## config.mk

```make
export PLATFORM = sky130hd
export DESIGN_NAME = bsc_word_ram
export DESIGN_NICKNAME = d
export VERILOG_FILES = /design/src/rtl/bsc_word_ram.sv
export SDC_FILE = /design/constraint.sdc
export NUM_CORES = 2
export LEC_CHECK = 0
export ABC_CLOCK_PERIOD_IN_PS = 7750
export BUFFER_PORTS_ARGS = -buffer_cell sky130_fd_sc_hd__buf_2
export CORE_MARGIN = 8
export CORE_UTILIZATION = 40
export CTS_CLUSTER_SIZE = 8
export DETAILED_ROUTE_END_ITERATION = 8
export PLACE_DENSITY = 0.63
export SETUP_SLACK_MARGIN = 0.1
export SLEW_MARGIN = 20
export SYNTH_ARGS = -nofsm -noshare
export SYNTH_HDL_FRONTEND = slang
export SYNTH_SLANG_ARGS = --single-unit
export TNS_END_PERCENT = 100
```

## constraint.sdc

```tcl
create_clock -name clk -period 7.75 [get_ports clk]
set_input_delay 0.3875 -clock clk [delete_from_list [all_inputs] [get_ports clk]]
set_output_delay 0.3875 -clock clk [all_outputs]
set_load 0.01 [all_outputs]
```

## src/rtl/bsc_word_ram.sv

```systemverilog
// ----------------------------------------------------------------------------
// bsc_word_ram
// Single-clock word RAM, one write port and one read port, registered read.
// ----------------------------------------------------------------------------
`default_nettype none

module bsc_word_ram #(
  parameter int DEPTH = 64,
  parameter int WIDTH = 64,
  parameter int AW    = 6
) (
  input  wire logic             clk,
  input  wire logic             we,
  input  wire logic [AW-1:0]    waddr,
  input  wire logic [WIDTH-1:0] wdata,
  input  wire logic             re,
  input  wire logic [AW-1:0]    raddr,
  output logic      [WIDTH-1:0] rdata
);

  logic [WIDTH-1:0] mem [DEPTH];
  logic [WIDTH-1:0] rdata_r;

  always_ff @(posedge clk) begin
    if (we) begin
      mem[waddr] <= wdata;
    end
  end

  always_ff @(posedge clk) begin
    if (re) begin
      rdata_r <= mem[raddr];
    end
  end

  assign rdata = rdata_r;

endmodule

`default_nettype wire

```

==> results.json <==
{
  "r2r.worst_path.cells": 4,
  "synth_seq_area_share_pct": 79.57,
  "drt-wirelength-per-cell_um": 35.41,
  "critical_path_required_ns": 8.43,
  "synthTopCellsByCount": "edfxtp_1, mux4_2, buf_2",
  "fmax_mhz": 288.0,
  "slowest_stage": "nor2b_4",
  "syn_area_per_cell_sq_um": 23.79,
  "path_cells": "buf_2 > nor2b_4 > buf_4 > a22oi_1 > and3_1 > a211oi_1",
  "finalNetCount": 7247,
  "slew_viol_final": 0,
  "drive_above_1_share_pct": 29.17,
  "crit_path_max_fanout": 35,
  "cp-start-kind": "input pin",
  "synth_fp_nets": 6677,
  "min_path_cells": 1,
  "hold_start": "wdata[17]",
  "overflow": 0,
  "io_pins": 143,
  "synth_seq_cells": 4160,
  "ys_warn_count": 0,
  "rr_startpoint": "mem[59][32]",
  "first_pass_iters": 6,
  "min_path_type": "in -> reg",
  "fin_tns_setup_ns": 0,
  "cts.clk_slew.worst_paths_ns": 0.05,
  "cp.depth": 6,
  "place_congestion": 0.7687,
  "drt_iter0_drc": 9851,
  "layout_min_cycle_time_ns": 3.472,
  "arrival_ns": 4.15,
  "period_share_pct": 44.81,
  "area_growth_pct": 15.32,
  "finalInstanceArea_sq_um": 181000,
  "die_x_um": 642.5,
  "status": "complete, no violations",
  "totalWireLength_mm": 441.4,
  "clk_path_buf_depth": 4,
  "ctsHoldBuffers": 2,
  "cts_tree": "built",
  "cts_root_buffer": "clkbuf_16",
  "core.rowCount": 230,
  "grt_pass1_vias": 77876,
  "drt-vias-per-instance": 6.126,
  "cts_resized": 0,
  "crit_buf_inv": 2,
  "synth_area_sq_um": 157000,
  "max_stage_delay_ns": 0.98,
  "yosysMostFrequentCell": "edfxtp_1",
  "grt_antenna_before_repair": 40,
  "drcViolationCount": 0,
  "synth_top_cell_by_area": "edfxtp_1",
  "coreArea_sq_um": 391700,
  "setup_viol": 0,
  "synthCells": 6598,
  "ys_types": 32,
  "synthFlopType": "edfxtp_1",
  "reg2reg_to": "rdata[32]",
  "cap_violations": 0,
  "crit_family": "buffers and inverters",
  "vdd_drop_max_mv": 0.2643,
  "start_util_pct": 40.08,
  "synth_area_leaders": "edfxtp_1, mux4_2, mux2i_1, a22oi_1, buf_2",
  "post-cts-setup-buffers": 0,
  "grt_pass1_wl_mm": 613.2,
  "end_kind": "flop",
  "dpl.hpwl_mm": 223.1,
  "hold_violations": 0,
  "grt_max_degree": 141,
  "grt_use_total_pct": 20.84,
  "cts_sinks": 4160,
  "power_density_nw_per_um2": 274.8,
  "p_leak_nw": 56.19,
  "hold_end": "mem[0][17]",
  "dieArea_sq_um": 412800,
  "crit_type": "in -> reg",
  "vias": 76356,
  "rsz0062_at_grt": "no",
  "clock_latency_ns": 1.01,
  "worst_slew_pin_slew_ns": 1.190,
  "synth_async_sr_flop_share_pct": 0,
  "die_h_um": 642.5,
  "io_buffers": 142,
  "synth_top_area_share_pct": 79.57,
  "synth_edf_count": 4160,
  "h-tree-depth": 6,
  "antenna_left": 0,
  "rrSetupSlack_ns": 5.56,
  "numCtsBuffers": 590,
  "max_slew_margin_pct": 20.66,
  "final.setup_skew_ns": 0.04880,
  "place_area_sq_um": 165000
}
==> worst reg2reg max path: cells and delay by family (launching register included) <==
family / cells / cell delay (ns)
DFF: 1 / 0.35
AOI/OAI and AO/OA: 1 / 0.55
muxes: 1 / 0.48
and+or+nand+nor: 2 / 0.56
==> how the worst max path moves through the flow <==
stage / start / to / slack (ns)
after floorplan: waddr[3] / mem[48][0] / 1.93
after global placement: raddr[3] / rdata[29] / 3.25
after detailed placement: raddr[3] / rdata[29] / 3.26
after CTS: raddr[3] / rdata[29] / 4.31
after global routing: raddr[3] / rdata[29] / 4.39
final: raddr[3] / rdata[29] / 4.28
==> layout by cell type (no fill, tap or decap), drive strengths merged, types with 38 or more instances in the layout <==
cell type | Yosys | routed
mux2i | 135 | 135
clkbuf | 140 | 596
and3 | 64 | 64
buf | 230 | 329
edfxtp | 4160 | 4160
nand2 | 58 | 58
o22ai | 83 | 83
mux4 | 1024 | 1024
a22o | 88 | 88
a22oi | 168 | 168
inv | 19 | 44
nor2 | 112 | 112
o221ai | 38 | 38
nand3 | 45 | 45
a211oi | 63 | 63
==> registers in the layout (all words and copies together) (netlist names) <==
| name | count |
|---|---|
| mem | 4096 |
| rdata | 64 |
==> metal layers <==
| layer | GRT usage [%] | routed length (um) | vias up |
|---|---|---|---|
| met4 | 7.066 | 16330 | 16 |
| met1 | 28.01 | 169800 | 41730 |
| li1 | - | - | 29480 |
| met3 | 3.594 | 38670 | 836 |
| met2 | 34.60 | 216400 | 4294 |
| met5 | 0 | 97 | - |
==> kinds of logic after synthesis <==
kind of cell           Yosys count  synth area share, %
AND/OR/NAND/NOR                386                1.235
multiplexers                  1159                15.55
buffers and inverters          389                1.176
AO/OA/AOI/OAI                  504                2.467
flip-flops                    4160                79.57
==> through the flow <==
stage / hold slack (ns) / util, % / total power, mW / cells / setup slack [ns]
2_1_floorplan: 0.4864 / - / 26.66 / 6598 / 1.927
3_3_place_gp: 0.7980 / 42.08 / 27.57 / 11767 / 3.251
3_5_place_dp: 0.7991 / 42.13 / 27.63 / 11775 / 3.261
4_1_cts: 0.02291 / 46.15 / 50.04 / 12424 / 4.306
5_1_grt: 0.07551 / 46.21 / 51.01 / 12447 / 4.390
6_report: 0.1032 / 46.23 / 49.74 / 12464 / 4.278
==> report_power, final <==
group | total, mW | switching, mW | internal (mW)
Clock | 22.5 | 8.97 | 13.6
Sequential | 25.1 | 0.101 | 25.0
Combinational | 2.07 | 1.31 | 0.762
==> cell type report <==
| cell class | instances | area, sq um |
|---|---|---|
| diodes | 21 | 52.55 |
| clock buffers | 596 | 14910 |
| clock inverters | 51 | 784.5 |
| fillers | 31440 | 210600 |
| inverters | 19 | 71.32 |
| multi-input cells | 2049 | 30780 |
| flip-flops and latches | 4160 | 124900 |
| well taps | 5220 | 6531 |
| repair buffers | 348 | 2988 |
(Power assumes the default switching activity.)
